`src/rtl/pci_config_scan_sequencer_defines.svh`:
```
// Assertion macros for the PCI config scan sequencer.
// Used by modules that include this header; expects clk_i and rst_ni in scope.
`ifndef PCI_CONFIG_SCAN_SEQUENCER_DEFINES_SVH
`define PCI_CONFIG_SCAN_SEQUENCER_DEFINES_SVH

// Clocked assertion, disabled while reset is asserted.
`define PCSS_ASSERT(lbl, prop, msg) \
  lbl: assert property (@(posedge clk_i) disable iff (!rst_ni) (prop)) else $error(msg);

// Antecedent in this cycle, consequent in the next one.
`define PCSS_ASSERT_NEXT(lbl, pre, post, msg) \
  lbl: assert property (@(posedge clk_i) disable iff (!rst_ni) (pre) |=> (post)) \
    else $error(msg);

`endif

```
`src/rtl/pcss_pkg.sv`:
```
// Shared types, codes and helpers of the PCI config scan sequencer.
// No dependencies; used by pcss_core and pci_config_scan_sequencer.
`timescale 1ns / 1ps

package pcss_pkg;

  // input item kinds (tuser of the slave side)
  localparam logic [1:0] FUNC_START = 2'd0;
  localparam logic [1:0] FUNC_READ  = 2'd1;
  localparam logic [1:0] FUNC_REPLY = 2'd2;

  // result item kinds (tuser of the master side)
  localparam logic [1:0] KIND_REQUEST = 2'd0;
  localparam logic [1:0] KIND_RECORD  = 2'd1;
  localparam logic [1:0] KIND_DONE    = 2'd2;

  // config space byte offsets
  localparam logic [7:0] OFS_IDENT  = 8'h00;
  localparam logic [7:0] OFS_CLASS  = 8'h08;
  localparam logic [7:0] OFS_HEADER = 8'h0E;

  localparam logic [31:0] CFG_ENABLE    = 32'h8000_0000;
  localparam logic [7:0]  DWORD_MASK    = 8'hFC;
  localparam logic [15:0] VENDOR_ABSENT = 16'hFFFF;
  localparam int unsigned MULTI_FN_BIT  = 7;

  localparam logic [7:0] BUS_LAST = 8'd255;
  localparam logic [4:0] DEV_LAST = 5'd31;
  localparam logic [2:0] FN_LAST  = 3'd7;

  typedef struct packed {
    logic [1:0]  func;
    logic [31:0] read_data;
    logic        keep_going;
  } item_t;

  typedef struct packed {
    logic [1:0]  kind;
    logic [31:0] cfg_address;
    logic [7:0]  bus_number;
    logic [4:0]  device_number;
    logic [2:0]  function_number;
    logic [15:0] vendor;
    logic [15:0] device_ident;
    logic [7:0]  revision;
    logic [7:0]  programming_interface;
    logic [7:0]  sub_class;
    logic [7:0]  base_class;
    logic [7:0]  header_kind;
  } result_t;

  // mechanism-1 address word
  function automatic logic [31:0] cfg_addr(input logic [7:0] bus, input logic [4:0] dev,
                                           input logic [2:0] fn, input logic [7:0] ofs);
    cfg_addr = CFG_ENABLE | {8'h00, bus, dev, fn, ofs & DWORD_MASK};
  endfunction

endpackage

```
`src/rtl/pcss_core.sv`:
```
// Scan state machine of the PCI config scan sequencer: slot walk and record build.
// Depends on pcss_pkg and pci_config_scan_sequencer_defines.svh.
`timescale 1ns / 1ps
`include "pci_config_scan_sequencer_defines.svh"

module pcss_core (
  input  logic              clk_i,
  input  logic              rst_ni,
  input  logic              step_i,
  input  pcss_pkg::item_t   item_i,
  input  logic              scan_enable_i,
  output logic              res_valid_o,
  output pcss_pkg::result_t res_o
);

  typedef enum logic [2:0] {
    PH_IDLE,
    PH_IDENT,
    PH_CLASS,
    PH_HEADER,
    PH_VISIT
  } phase_e;

  phase_e      phase_q, phase_d;
  logic [7:0]  cur_bus_q, cur_bus_d;
  logic [4:0]  cur_dev_q, cur_dev_d;
  logic [2:0]  cur_fn_q, cur_fn_d;
  logic        multi_fn_q, multi_fn_d;
  logic [31:0] ident_word_q, ident_word_d;
  logic [31:0] class_word_q, class_word_d;

  // next slot of the walk
  logic [7:0] nxt_bus;
  logic [4:0] nxt_dev;
  logic [2:0] nxt_fn;
  logic       nxt_multi;
  logic       nxt_more;
  logic [7:0] header;

  always_comb begin
    nxt_bus   = cur_bus_q;
    nxt_dev   = cur_dev_q;
    nxt_fn    = 3'd0;
    nxt_multi = 1'b0;
    nxt_more  = 1'b1;
    if (multi_fn_q && (cur_fn_q != pcss_pkg::FN_LAST)) begin
      nxt_fn    = cur_fn_q + 3'd1;
      nxt_multi = 1'b1;
    end else if (cur_dev_q != pcss_pkg::DEV_LAST) begin
      nxt_dev = cur_dev_q + 5'd1;
    end else begin
      nxt_dev = 5'd0;
      if (cur_bus_q != pcss_pkg::BUS_LAST) begin
        nxt_bus = cur_bus_q + 8'd1;
      end else begin
        nxt_bus  = 8'd0;
        nxt_more = 1'b0;
      end
    end
  end

  assign header = item_i.read_data[23:16];

  always_comb begin
    phase_d      = phase_q;
    cur_bus_d    = cur_bus_q;
    cur_dev_d    = cur_dev_q;
    cur_fn_d     = cur_fn_q;
    multi_fn_d   = multi_fn_q;
    ident_word_d = ident_word_q;
    class_word_d = class_word_q;
    res_valid_o  = 1'b0;
    res_o        = '0;

    case (phase_q)
      PH_IDLE: begin
        if (item_i.func == pcss_pkg::FUNC_START) begin
          res_valid_o = 1'b1;
          if (!scan_enable_i) begin
            res_o.kind = pcss_pkg::KIND_DONE;
          end else begin
            cur_bus_d         = 8'd0;
            cur_dev_d         = 5'd0;
            cur_fn_d          = 3'd0;
            multi_fn_d        = 1'b0;
            res_o.kind        = pcss_pkg::KIND_REQUEST;
            res_o.cfg_address = pcss_pkg::cfg_addr(8'd0, 5'd0, 3'd0, pcss_pkg::OFS_IDENT);
            phase_d           = PH_IDENT;
          end
        end
      end
      PH_IDENT: begin
        if (item_i.func == pcss_pkg::FUNC_READ) begin
          res_valid_o  = 1'b1;
          ident_word_d = item_i.read_data;
          if (item_i.read_data[15:0] == pcss_pkg::VENDOR_ABSENT) begin
            // absent slot: move on
            cur_bus_d  = nxt_bus;
            cur_dev_d  = nxt_dev;
            cur_fn_d   = nxt_fn;
            multi_fn_d = nxt_multi;
            if (nxt_more) begin
              res_o.kind            = pcss_pkg::KIND_REQUEST;
              res_o.cfg_address     = pcss_pkg::cfg_addr(nxt_bus, nxt_dev, nxt_fn,
                                                         pcss_pkg::OFS_IDENT);
              res_o.bus_number      = nxt_bus;
              res_o.device_number   = nxt_dev;
              res_o.function_number = nxt_fn;
              phase_d               = PH_IDENT;
            end else begin
              res_o.kind = pcss_pkg::KIND_DONE;
              phase_d    = PH_IDLE;
            end
          end else begin
            res_o.kind            = pcss_pkg::KIND_REQUEST;
            res_o.cfg_address     = pcss_pkg::cfg_addr(cur_bus_q, cur_dev_q, cur_fn_q,
                                                       pcss_pkg::OFS_CLASS);
            res_o.bus_number      = cur_bus_q;
            res_o.device_number   = cur_dev_q;
            res_o.function_number = cur_fn_q;
            phase_d               = PH_CLASS;
          end
        end
      end
      PH_CLASS: begin
        if (item_i.func == pcss_pkg::FUNC_READ) begin
          res_valid_o           = 1'b1;
          class_word_d          = item_i.read_data;
          res_o.kind            = pcss_pkg::KIND_REQUEST;
          res_o.cfg_address     = pcss_pkg::cfg_addr(cur_bus_q, cur_dev_q, cur_fn_q,
                                                     pcss_pkg::OFS_HEADER);
          res_o.bus_number      = cur_bus_q;
          res_o.device_number   = cur_dev_q;
          res_o.function_number = cur_fn_q;
          phase_d               = PH_HEADER;
        end
      end
      PH_HEADER: begin
        if (item_i.func == pcss_pkg::FUNC_READ) begin
          res_valid_o = 1'b1;
          // only function 0 decides multi-function
          if (cur_fn_q == 3'd0) begin
            multi_fn_d = header[pcss_pkg::MULTI_FN_BIT];
          end
          res_o.kind                  = pcss_pkg::KIND_RECORD;
          res_o.bus_number            = cur_bus_q;
          res_o.device_number         = cur_dev_q;
          res_o.function_number       = cur_fn_q;
          res_o.vendor                = ident_word_q[15:0];
          res_o.device_ident          = ident_word_q[31:16];
          res_o.revision              = class_word_q[7:0];
          res_o.programming_interface = class_word_q[15:8];
          res_o.sub_class             = class_word_q[23:16];
          res_o.base_class            = class_word_q[31:24];
          res_o.header_kind           = header;
          phase_d                     = PH_VISIT;
        end
      end
      PH_VISIT: begin
        if (item_i.func == pcss_pkg::FUNC_REPLY) begin
          res_valid_o = 1'b1;
          if (!item_i.keep_going) begin
            res_o.kind = pcss_pkg::KIND_DONE;
            phase_d    = PH_IDLE;
          end else begin
            cur_bus_d  = nxt_bus;
            cur_dev_d  = nxt_dev;
            cur_fn_d   = nxt_fn;
            multi_fn_d = nxt_multi;
            if (nxt_more) begin
              res_o.kind            = pcss_pkg::KIND_REQUEST;
              res_o.cfg_address     = pcss_pkg::cfg_addr(nxt_bus, nxt_dev, nxt_fn,
                                                         pcss_pkg::OFS_IDENT);
              res_o.bus_number      = nxt_bus;
              res_o.device_number   = nxt_dev;
              res_o.function_number = nxt_fn;
              phase_d               = PH_IDENT;
            end else begin
              res_o.kind = pcss_pkg::KIND_DONE;
              phase_d    = PH_IDLE;
            end
          end
        end
      end
      default: begin
        phase_d = PH_IDLE;
      end
    endcase
  end

  always_ff @(posedge clk_i or negedge rst_ni) begin
    if (!rst_ni) begin
      phase_q    <= PH_IDLE;
      cur_bus_q  <= 8'd0;
      cur_dev_q  <= 5'd0;
      cur_fn_q   <= 3'd0;
      multi_fn_q <= 1'b0;
    end else if (step_i) begin
      phase_q    <= phase_d;
      cur_bus_q  <= cur_bus_d;
      cur_dev_q  <= cur_dev_d;
      cur_fn_q   <= cur_fn_d;
      multi_fn_q <= multi_fn_d;
    end
  end

  // payload words, no reset
  always_ff @(posedge clk_i) begin
    if (step_i) begin
      ident_word_q <= ident_word_d;
      class_word_q <= class_word_d;
    end
  end

  `PCSS_ASSERT(a_record_only_from_header, res_valid_o && (res_o.kind == pcss_pkg::KIND_RECORD) |-> phase_q == PH_HEADER, "record built outside header phase")
  `PCSS_ASSERT(a_request_addr_matches_slot, res_valid_o && (res_o.kind == pcss_pkg::KIND_REQUEST) |-> res_o.cfg_address[31] && (res_o.cfg_address[23:16] == res_o.bus_number) && (res_o.cfg_address[10:8] == res_o.function_number), "request address does not match slot")
  `PCSS_ASSERT_NEXT(a_reply_leaves_visit, step_i && (phase_q == PH_VISIT) && (item_i.func == pcss_pkg::FUNC_REPLY), (phase_q == PH_IDLE) || (phase_q == PH_IDENT), "reply did not leave visit phase")
  `PCSS_ASSERT_NEXT(a_start_from_slot_zero, step_i && (phase_q == PH_IDLE) && (item_i.func == pcss_pkg::FUNC_START) && scan_enable_i, (phase_q == PH_IDENT) && (cur_bus_q == 8'd0) && (cur_dev_q == 5'd0) && (cur_fn_q == 3'd0), "scan did not start at slot zero")

endmodule

```
`src/rtl/pci_config_scan_sequencer.sv`:
```
// PCI config scan sequencer (configuration mechanism 1 bus enumeration), top level.
// Instantiates pcss_core; depends on pcss_pkg.
//
// Usage:
//  - cfg channel (cfg_valid_i/cfg_ready_o/cfg_data_i) writes scan_enable; always ready.
//    Write it only while no scan runs. It is sampled when a start item is taken.
//  - Slave stream: tuser = func (0 start, 1 read data, 2 visitor reply); tdata carries
//    the read dword and the keep_going flag. Items that do not fit the current phase
//    are dropped without a result.
//  - Master stream: tuser = kind (0 config read request, 1 device record, 2 done);
//    tdata carries the address word, slot numbers and record fields.
//  - Each present function costs three read requests (offsets 0x00, 0x08, 0x0E as a
//    dword at 0x0C), then one record; a reply item resumes the scan if keep_going is set.
// Timing: one item per cycle sustained while m_axis_tready is high. An item is held in
// the input register and its result is loaded into the output register at the next edge
// on which it advances, so tvalid and the result are registered.
// The input register and the output register let one more item in while a
// result waits on a stalled receiver; after that s_axis_tready drops until
// m_axis_tready returns.
// Reset: asynchronous, active low; scan idle at slot 0, scan_enable cleared, both
// stream registers empty.
`timescale 1ns / 1ps

module pci_config_scan_sequencer (
  input  logic         clk_i,
  input  logic         rst_ni,
  // configuration write channel
  input  logic         cfg_valid_i,
  output logic         cfg_ready_o,
  input  logic         cfg_data_i,      // scan_enable
  // input items
  input  logic         s_axis_tvalid,
  output logic         s_axis_tready,
  input  logic [39:0]  s_axis_tdata,    // read_data[31:0], keep_going[32], zero[39:33]
  input  logic [1:0]   s_axis_tuser,    // func[1:0]
  // result items
  output logic         m_axis_tvalid,
  input  logic         m_axis_tready,
  output logic [119:0] m_axis_tdata,    // cfg_address[31:0], bus_number[39:32],
                                        // device_number[44:40], function_number[47:45],
                                        // vendor[63:48], device_ident[79:64],
                                        // revision[87:80], programming_interface[95:88],
                                        // sub_class[103:96], base_class[111:104],
                                        // header_kind[119:112]
  output logic [1:0]   m_axis_tuser     // kind[1:0]
);

  logic              scan_enable_q;
  logic              in_valid_q;
  pcss_pkg::item_t   in_item_q;
  logic              out_valid_q;
  pcss_pkg::result_t out_q;

  logic              advance;   // output register can take a new value
  logic              step;      // item in the input register is processed
  logic              res_valid;
  pcss_pkg::result_t res;

  assign cfg_ready_o = 1'b1;

  always_ff @(posedge clk_i or negedge rst_ni) begin
    if (!rst_ni) begin
      scan_enable_q <= 1'b0;
    end else if (cfg_valid_i) begin
      scan_enable_q <= cfg_data_i;
    end
  end

  assign advance       = !out_valid_q || m_axis_tready;
  assign step          = in_valid_q && advance;
  assign s_axis_tready = !in_valid_q || advance;

  // input register
  always_ff @(posedge clk_i or negedge rst_ni) begin
    if (!rst_ni) begin
      in_valid_q <= 1'b0;
    end else if (s_axis_tvalid && s_axis_tready) begin
      in_valid_q <= 1'b1;
    end else if (advance) begin
      in_valid_q <= 1'b0;
    end
  end

  always_ff @(posedge clk_i) begin
    if (s_axis_tvalid && s_axis_tready) begin
      in_item_q.func       <= s_axis_tuser;
      in_item_q.read_data  <= s_axis_tdata[31:0];
      in_item_q.keep_going <= s_axis_tdata[32];
    end
  end

  pcss_core u_core (
    .clk_i         (clk_i),
    .rst_ni        (rst_ni),
    .step_i        (step),
    .item_i        (in_item_q),
    .scan_enable_i (scan_enable_q),
    .res_valid_o   (res_valid),
    .res_o         (res)
  );

  // result register; items without a result leave it empty
  always_ff @(posedge clk_i or negedge rst_ni) begin
    if (!rst_ni) begin
      out_valid_q <= 1'b0;
    end else if (advance) begin
      out_valid_q <= step && res_valid;
    end
  end

  always_ff @(posedge clk_i) begin
    if (step) begin
      out_q <= res;
    end
  end

  assign m_axis_tvalid = out_valid_q;
  assign m_axis_tuser  = out_q.kind;
  assign m_axis_tdata  = {out_q.header_kind, out_q.base_class, out_q.sub_class,
                          out_q.programming_interface, out_q.revision,
                          out_q.device_ident, out_q.vendor, out_q.function_number,
                          out_q.device_number, out_q.bus_number, out_q.cfg_address};

endmodule
```
`config.mk`:
```
export PLATFORM = sky130hd
export DESIGN_NAME = pci_config_scan_sequencer
export DESIGN_NICKNAME = d
export VERILOG_FILES = /design/src/rtl/pcss_pkg.sv /design/src/rtl/pcss_core.sv /design/src/rtl/pci_config_scan_sequencer.sv
export VERILOG_INCLUDE_DIRS = /design/src /design/src/rtl
export SDC_FILE = /design/constraint.sdc
export NUM_CORES = 1
export LEC_CHECK = 0
export BUFFER_PORTS_ARGS = -buffer_cell sky130_fd_sc_hd__buf_2
export CAP_MARGIN = 40
export CORE_ASPECT_RATIO = 1.5
export CORE_UTILIZATION = 45
export CTS_BUF_LIST = sky130_fd_sc_hd__clkbuf_8
export CTS_CLUSTER_SIZE = 30
export DETAILED_ROUTE_END_ITERATION = 10
export PLACE_DENSITY = 0.74
export REMOVE_ABC_BUFFERS = 1
export SLEW_MARGIN = 20
export SYNTH_ARGS = -nofsm -noshare
export SYNTH_HDL_FRONTEND = slang
export SYNTH_SLANG_ARGS = --single-unit
export TNS_END_PERCENT = 50
```
`constraint.sdc`:
```
create_clock -name clk_i -period 5.2 [get_ports clk_i]
set_input_delay 1.04 -clock clk_i [delete_from_list [all_inputs] [get_ports clk_i]]
set_output_delay 1.04 -clock clk_i [all_outputs]
set_load 0.01 [all_outputs]
```
==> results of run 1 <==
[worst paths after layout]
kind	endpoint
max	m_axis_tdata[38]
min	u_core.class_word_q[25]
max reg2reg	m_axis_tdata[38]
min reg2reg	u_core.class_word_q[25]
max in group asynchronous	in_valid_q
min in group asynchronous	u_core.cur_bus_q[7]
[where the power goes]
part / leakage, nW / switching (mW) / internal (mW)
Sequential: 2.35 / 0.114 / 2.28
Combinational: 1.64 / 0.431 / 0.249
Clock: 0.397 / 0.675 / 0.814
[worst max-delay path, cell delays in order (launching register included)]
cell      delay (ns)
dfrtp_1         0.45
ha_1            0.21
and3_1          0.18
ha_1            0.44
inv_1           0.10
or4_1           0.80
nand2_1         0.33
o211ai_1        0.14
[cells in the final DEF (no fill, tap or decap), types with 4 or more instances in the layout]
cell type	count
nand3_1	21
nand2_1	45
a32o_1	11
and2_1	78
a21oi_1	4
o211ai_1	4
o2bb2ai_1	6
o21ai_0	18
conb_1	14
nand2b_1	7
clkinv_2	6
nor3_1	7
clkbuf_8	37
buf_4	5
nor2_1	16
dfrtp_1	23
nand4_1	7
buf_2	152
inv_1	16
a22o_1	6
clkinv_1	5
edfxtp_1	208
a21o_1	14
ha_1	6
nor2b_1	7
[state kept, by name, indices dropped and copies added (netlist names)]
name                 count
in_item_q               35
scan_enable_q            1
u_core.phase_q           3
m_axis_tuser             2
u_core.ident_word_q     32
u_core.cur_fn_q          3
u_core.cur_bus_q         8
u_core.multi_fn_q        1
u_core.class_word_q     32
m_axis_tdata           107
m_axis_tvalid            1
u_core.cur_dev_q         5
in_valid_q               1
[logic make-up after synthesis]
kind of cell | synth area share
and+or+nand+nor | 0.129
buffers and inverters | 0.0281
other | 0.000832
AOI/OAI and AO/OA | 0.0740
muxes | 0.00374
DFF | 0.756
adders and majority gates | 0.00832
[area by class of cell]
type                            count  share of cell area
Clock buffer                       37              0.0470
Clock inverter                     25              0.0176
Tap cell                          260              0.0301
Inverter                            8             0.00301
Timing Repair Buffer              162              0.0844
Multi-Input combinational cell    323               0.187
Antenna cell                        1            0.000231
Sequential cell                   231               0.630
[routing by layer]
metal,routed length (um),global-route usage,share of wire,vias up
met1,6340,0.181,0.37,2576
li1,-,-,-,2533
met5,0,0,0,-
met4,716,0.0871,0.042,0
met3,931,0.0321,0.054,55
met2,9200,0.309,0.54,211
==> qor.csv, run 1 <==
metric,value,unit
post-cts resize count,0,
sequential area share after synthesis,0.756,
Final #Nets,814,
Worst Hold Launch,in_item_q[26],
Die W,118,um
# IOs,173,
Syn Area/Cell,15.2,um2
fmax,343,MHz
Synth Register Bits,231,
final core utilization,0.549,
ANT nets after route,0,
power per cell area,422,mW/mm2
drt wl/cell,16.4,um
VDD IR max,0.183,mV
Tcrit/Tclk final,0.560,
TritonCTS buffer count,34,
Area after DPL,0.0101,mm2
via count,5375,
Slew headroom,0.507,
largest net degree at the start of global routing,66,
layout cells sized above 1,0.289,
Synth Cell Area,0.00903,mm2
Reg2Reg Setup Slack,2.29,ns
final non-filler cell total,1047,
Hold Crit Depth,0,
HPWL Detailed,11600,um
Fin. Hold Viols,0,
fin area,0.0108,mm2
share of the synthesized area in the top cell type,0.692,
synth top area cells,"edfxtp_1, dfrtp_1, and2_1, nand2_1, a32o_1",
Initial Util,0.458,
final worst slack,2.29,ns
initial antenna violation count,2,
Layout area overhead,19.9,%
number of global-route vias before repair,5200,
Max Cap Viol,0,
hold crit path type,reg2reg,
Post-synth ARST share,0.0996,
Crit Path Class,reg2reg,
Post-route DRC,0,
Cells after Synth,592,
setup violators final,0,
clk slew on worst S/H paths,0.07,ns
Reg area,0.00682,mm2
Total Routed Length,17200,um
post-placement cell count,982,
htree depth,2,
Slew Limit Fails,0,
Via density,5.13,
worst-path fanout max,13,
first-pass GRT wire length,26800,um
status,"complete, no violations",
GR Util All Layers,0.167,
Post CTS Setup Buffer Count,0,
Core Rows,63,
Ys Warns,0,
number of synthesized flops with an enable pin,208,
crit path DAT,3.15,ns
Netlist cell types,55,
Final Total Pwr,4.56,mW
nature of the critical path startpoint,register,
overall die height,175,um
Post-synth top cells,"edfxtp_1, and2_1, nand2_1",
RSZ-0062 raised after global routing,false,
port bufs,151,
setup TNS,0,ns
Clock Skews,0.0139,ns
pin slew with the least headroom to its limit,0.740,ns
TritonCTS clock tree,yes,
Max clock buf depth,3,
multi-input logic area,0.00203,mm2
most instantiated library cell after synthesis,edfxtp_1,
Static Leak,4.38,nW
# fillers,1589,
Root Buffer Master,clkbuf_8,
number of DRC markers in iteration 0,263,
Detailed Routing Iterations Pass 1,6,
CTS sink count,231,
cts hold-fix bufs,0,
GP Congestion,0.847,
WP data required,5.44,ns
cell count of the worst reg-to-reg path,7,
CP Launch Point,u_core.cur_dev_q[0],
final worst path period need,2.91,ns
Hold Worst Slack,0.445,ns
worst skew pair latency,0.51,ns
r2r startpoint,u_core.cur_dev_q[0],
total gr overflow,0,
crit path capture type,register,
"worst slack, placed",1.96,ns
"Primary FF master, synth",edfxtp_1,
DIE AREA,0.0206,mm2
largest area contributor in the netlist,edfxtp_1,
area of the core,0.0197,mm2
No activity file was read; power rests on OpenSTA's default activity.
==> run 2: changes to the inputs <==
--- a/config.mk
+++ b/config.mk
@@ -13,7 +13,7 @@
 export CTS_BUF_LIST = sky130_fd_sc_hd__clkbuf_8
 export CTS_CLUSTER_SIZE = 30
 export DETAILED_ROUTE_END_ITERATION = 10
-export PLACE_DENSITY = 0.74
+export PLACE_DENSITY = 0.77
 export REMOVE_ABC_BUFFERS = 1
 export SLEW_MARGIN = 20
 export SYNTH_ARGS = -nofsm -noshare
==> constraint.sdc (replaced) <==
create_clock -name clk_i -period 2.45 [get_ports clk_i]
set_input_delay 0.49 -clock clk_i [delete_from_list [all_inputs] [get_ports clk_i]]
set_output_delay 0.49 -clock clk_i [all_outputs]
set_load 0.01 [all_outputs]
==> qor.csv, run 2 (synthesis results as in run 1) <==
metric,value,unit,change
status,"complete, no violations",,
VDD IR max,0.397,mV,+120%
fmax,435,MHz,+27%
Tcrit/Tclk final,0.938,,+0.378
Initial Util,0.458,,unchanged
CTS sink count,231,,unchanged
total gr overflow,0,,unchanged
Fin. Hold Viols,0,,unchanged
worst skew pair latency,0.56,ns,+0.05 ns
number of global-route vias before repair,5162,,-0.73%
Via density,5.07,,-1.2%
layout cells sized above 1,0.302,,+0.0133
Post-route DRC,0,,unchanged
power per cell area,863,mW/mm2,+100%
Post CTS Setup Buffer Count,0,,unchanged
Root Buffer Master,clkbuf_8,,
ant diodes,0,,-1
GR Util All Layers,0.164,,-0.00351
GP Congestion,0.875,,+3.2%
worst-path fanout max,9,,-4
number of DRC markers in iteration 0,363,,+38%
worst r2r dst,u_core.multi_fn_q,,
port bufs,151,,unchanged
crit path capture type,register,,
DIE AREA,0.0206,mm2,unchanged
overall die height,175,um,unchanged
"commonest non-fill, non-tap cells in the layout","edfxtp_1, buf_2, and2_1",,
final worst path period need,2.30,ns,-0.615 ns
Final #Nets,832,,+2.2%
Detailed Routing Iterations Pass 1,5,,-1
Static Leak,4.38,nW,about the same
pin slew with the least headroom to its limit,0.615,ns,-0.125 ns
via count,5380,,+0.093%
multi-input logic area,0.00202,mm2,-0.55%
htree depth,1,,-1
Crit Path Class,reg2reg,,
area of the core,0.0197,mm2,unchanged
# IOs,173,,unchanged
cts hold-fix bufs,1,,+1
Reg2Reg Setup Slack,0.15,ns,-2.14 ns
crit path DAT,2.73,ns,-0.42 ns
Layout area overhead,20.2,%,
Area after DPL,0.0102,mm2,+1.7%
setup violators final,0,,unchanged
ANT nets after route,0,,unchanged
r2r startpoint,in_item_q[34],,
CP Launch Point,in_item_q[34],,
WP data required,2.88,ns,-2.56 ns
number of flip-flops in the largest register,107,,unchanged
hold crit path type,in2reg,,
Slew headroom,0.588,,+0.0810
Reg area,0.00682,mm2,unchanged
clk slew on worst S/H paths,0.08,ns,about the same
cell count of the worst reg-to-reg path,5,,-2
initial antenna violation count,0,,-2
drt wl/cell,16.1,um,-2.2%
Max Cap Viol,0,,unchanged
# fillers,1601,,+0.76%
Die W,118,um,unchanged
HPWL Detailed,11600,um,about the same
Total Routed Length,17000,um,-0.87%
"commonest non-fill, non-tap cell in the layout",edfxtp_1,,
Clock Skews,0.0140,ns,+0.0000860 ns
fin area,0.0109,mm2,+0.29%
Slew Limit Fails,0,,unchanged
post-cts resize count,0,,unchanged
Core Rows,63,,unchanged
RSZ-0062 raised after global routing,false,,
TritonCTS buffer count,31,,-8.8%
TritonCTS clock tree,yes,,
Max clock buf depth,3,,unchanged
first-pass GRT wire length,26400,um,-1.6%
CP endpoint,u_core.multi_fn_q,,
Final Total Pwr,9.37,mW,+110%
largest net degree at the start of global routing,90,,+36%
nature of the critical path startpoint,register,,
run 2: changes by cell type in the layout (fill, tap and decap cells not counted), sizes merged:
cell and change:
diode -1, inv -7, clkbuf -6, dlygate4sd3 +1, dlymetal6s2s -1, clkinvlp +4
bufinv -1, buf +21, clkinv +4
run 2: worst min path at each step:
stage                          from                 endpoint  slack (ns)  depth (start not counted)
global placement      in_item_q[29]  u_core.class_word_q[28]        0.42                          0
finish              s_axis_tdata[2]             in_item_q[3]        0.10                          1
detailed placement    in_item_q[32]  u_core.ident_word_q[31]        0.43                          0
floorplan                    rst_ni               in_valid_q        0.19                          0
CTS                 s_axis_tdata[2]             in_item_q[3]        0.07                          1
global route        s_axis_tdata[2]             in_item_q[3]        0.07                          1
run 2: metrics by stage:
step | setup slack, ns | util | cells | hold slack [ns] | setup TNS [ns]
after detailed placement | 0.177 | 0.520 | 1004 | 0.430 | 0
after global placement | 0.198 | 0.519 | 1003 | 0.422 | 0
after global routing | 0.0302 | 0.551 | 1061 | 0.0668 | 0
final | 0.151 | 0.551 | 1061 | 0.104 | 0
after floorplan | -1.90 | - | 562 | 0.194 | -167.52
after CTS | 0.150 | 0.551 | 1061 | 0.0731 | 0
run 2: cell type report:
cell class,count,area share
Timing Repair Buffer,183,0.0977
Tap cell,260,0.0300
Clock buffer,31,0.0393
Sequential cell,231,0.628
Clock inverter,25,0.0157
Inverter,8,0.00300
Multi-Input combinational cell,323,0.186
run 2: critical path, stage by stage (launching register included):
cell and delay [ns]:
edfxtp_1 0.51, or2_2 0.38, or3_1 0.38, and3_4 0.20
a2111oi_4 0.35, mux2_1 0.35
run 2: per-layer routing:
layer  vias to the layer above  track usage  wire length [um]
met5                         -            0                 0
met4                         0       0.0716               536
met3                        42       0.0263              1050
met2                       211        0.303              8910
met1                      2560        0.185              6540
li1                       2567            -                 -
run 2: report_power, final:
group / switching, mW / internal (mW)
combinational: 1.02 / 0.591
sequential: 0.148 / 4.84
clock: 1.36 / 1.40
==> run 3: changes to the inputs <==
--- a/config.mk
+++ b/config.mk
@@ -7,14 +7,12 @@
 export NUM_CORES = 1
 export LEC_CHECK = 0
 export BUFFER_PORTS_ARGS = -buffer_cell sky130_fd_sc_hd__buf_2
-export CAP_MARGIN = 40
 export CORE_ASPECT_RATIO = 1.5
 export CORE_UTILIZATION = 45
 export CTS_BUF_LIST = sky130_fd_sc_hd__clkbuf_8
 export CTS_CLUSTER_SIZE = 30
 export DETAILED_ROUTE_END_ITERATION = 10
 export PLACE_DENSITY = 0.77
-export REMOVE_ABC_BUFFERS = 1
 export SLEW_MARGIN = 20
 export SYNTH_ARGS = -nofsm -noshare
 export SYNTH_HDL_FRONTEND = slang
==> qor.csv, run 3 (synthesis results as in run 1) <==
metric,value,unit,change
status,"complete, no violations",,
port bufs,151,,unchanged
Slew Limit Fails,0,,unchanged
Die W,118,um,unchanged
crit path DAT,2.53,ns,-0.20 ns
worst-path fanout max,8,,-1
post-placement cell count,1006,,+0.20%
Post-route DRC,0,,unchanged
first-pass GRT wire length,27900,um,+5.6%
RSZ-0062 raised after global routing,false,,
Core Rows,63,,unchanged
final worst path period need,2.31,ns,+0.0107 ns
Final Total Pwr,9.50,mW,+1.5%
pin slew with the least headroom to its limit,0.570,ns,-0.0443 ns
hold crit path type,in2reg,,
"commonest non-fill, non-tap cell in the layout",edfxtp_1,,
# IOs,173,,unchanged
area of the core,0.0197,mm2,unchanged
setup TNS,0,ns,unchanged
number of global-route vias before repair,5428,,+5.2%
ANT nets after route,0,,unchanged
final core utilization,0.557,,+0.00584
clk slew on worst S/H paths,0.06,ns,-0.02 ns
nature of the critical path startpoint,register,,
Crit Path Class,reg2reg,,
Layout area overhead,21.5,%,
GP Congestion,0.867,,-0.88%
WP data required,2.67,ns,-0.21 ns
TritonCTS clock tree,yes,,
Final #Nets,838,,+0.72%
worst r2r dst,m_axis_tdata[38],,
Hold Crit Depth,1,,unchanged
power per cell area,866,mW/mm2,+0.39%
DIE AREA,0.0206,mm2,unchanged
via count,5455,,+1.4%
Area after DPL,0.0103,mm2,+0.68%
"commonest non-fill, non-tap cells in the layout","edfxtp_1, buf_2, and2_1",,
Via density,5.09,,+0.45%
setup violators final,0,,unchanged
fin area,0.0110,mm2,+1.1%
GR Util All Layers,0.174,,+0.00961
Root Buffer Master,clkbuf_8,,
crit path capture type,register,,
Clock Skews,0.0174,ns,+0.00340 ns
Hold Worst Slack,0.158,ns,+0.0542 ns
cell count of the worst reg-to-reg path,8,,+3
Max clock buf depth,3,,unchanged
"worst slack, placed",0.135,ns,-0.0415 ns
Reg2Reg Setup Slack,0.14,ns,about the same
Post CTS Setup Buffer Count,0,,unchanged
TritonCTS buffer count,35,,+13%
layout cells sized above 1,0.306,,+0.00395
htree depth,2,,+1
Static Leak,4.44,nW,+1.4%
Worst Hold Endpoint,in_item_q[31],,
Initial Util,0.458,,unchanged
number of DRC markers in iteration 0,342,,-5.8%
Tcrit/Tclk final,0.943,,+0.00438
worst skew pair latency,0.50,ns,-0.06 ns
final worst slack,0.141,ns,-0.0107 ns
number of flip-flops in the largest register,107,,unchanged
largest net degree at the start of global routing,110,,+22%
VDD IR max,0.561,mV,+41%
Detailed Routing Iterations Pass 1,5,,unchanged
final non-filler cell total,1071,,+0.94%
Total Routed Length,17600,um,+3.1%
Slew headroom,0.620,,+0.0320
CTS sink count,231,,unchanged
Max Cap Viol,0,,unchanged
# fillers,1602,,+0.062%
fmax,433,MHz,-0.46%
overall die height,175,um,unchanged
drt wl/cell,16.4,um,+2.1%
Fin. Hold Viols,0,,unchanged
HPWL Detailed,12100,um,+4.4%
r2r startpoint,u_core.cur_dev_q[1],,
initial antenna violation count,4,,+4
Worst Hold Launch,s_axis_tdata[30],,
total gr overflow,0,,unchanged
run 3: changes by cell type in the layout (fill, tap and decap cells not counted), sizes merged, moves of 2 or more:
cell / change
clkbuf: +5
clkinvlp: -3
diode: +4
inv: +7
buf: +2
clkinv: -4
run 3: area by class of cell:
| type | instances | area, um2 | share of cell area |
|---|---|---|---|
| repair buffers | 185 | 1100 | 0.100 |
| diodes | 4 | 10.0 | 0.000912 |
| well taps | 260 | 325 | 0.0297 |
| clock inverters | 24 | 130 | 0.0119 |
| clock buffers | 36 | 495 | 0.0452 |
| flip-flops and latches | 231 | 6820 | 0.622 |
| inverters | 8 | 33.8 | 0.00308 |
| multi-input cells | 323 | 2050 | 0.187 |
run 3: report_power, final:
group	internal, mW	switching [mW]
clock	1.48	1.39
combinational	0.612	1.01
sequential	4.85	0.166
total	6.94	2.57
run 3: how the worst max path moves through the flow:
| stage | start | end |
|---|---|---|
| 2_1_floorplan | m_axis_tready | u_core.multi_fn_q |
| 3_3_place_gp | u_core.cur_dev_q[1] | m_axis_tuser[1] |
| 3_5_place_dp | u_core.cur_dev_q[1] | m_axis_tuser[1] |
| 4_1_cts | u_core.cur_dev_q[1] | m_axis_tuser[1] |
| 5_1_grt | u_core.cur_dev_q[1] | m_axis_tdata[38] |
| 6_report | u_core.cur_dev_q[1] | m_axis_tdata[38] |
run 3: repair_timing:
action,CTS,global route
endpoints found under the hold margin,23,0
resized for setup,0,2
hold buffers,1,0
endpoints found under the setup margin,0,11
run 3: worst max-delay path: stages (launching register included):
cell and delay, ns:
dfrtp_1 0.40, ha_1 0.21, and3_1 0.17, ha_1 0.18
inv_1 0.06, or4_1 0.54, buf_4 0.18, nand2_1 0.15
o211ai_1 0.14
run 3: layer usage:
| layer | routed length, um | vias to the layer above | GRT usage |
|---|---|---|---|
| li1 | - | 2583 | - |
| met1 | 6430 | 2633 | 0.187 |
| met2 | 9670 | 199 | 0.327 |
| met5 | 0 | - | 0 |
| met3 | 1010 | 40 | 0.0373 |
| met4 | 455 | 0 | 0.0694 |
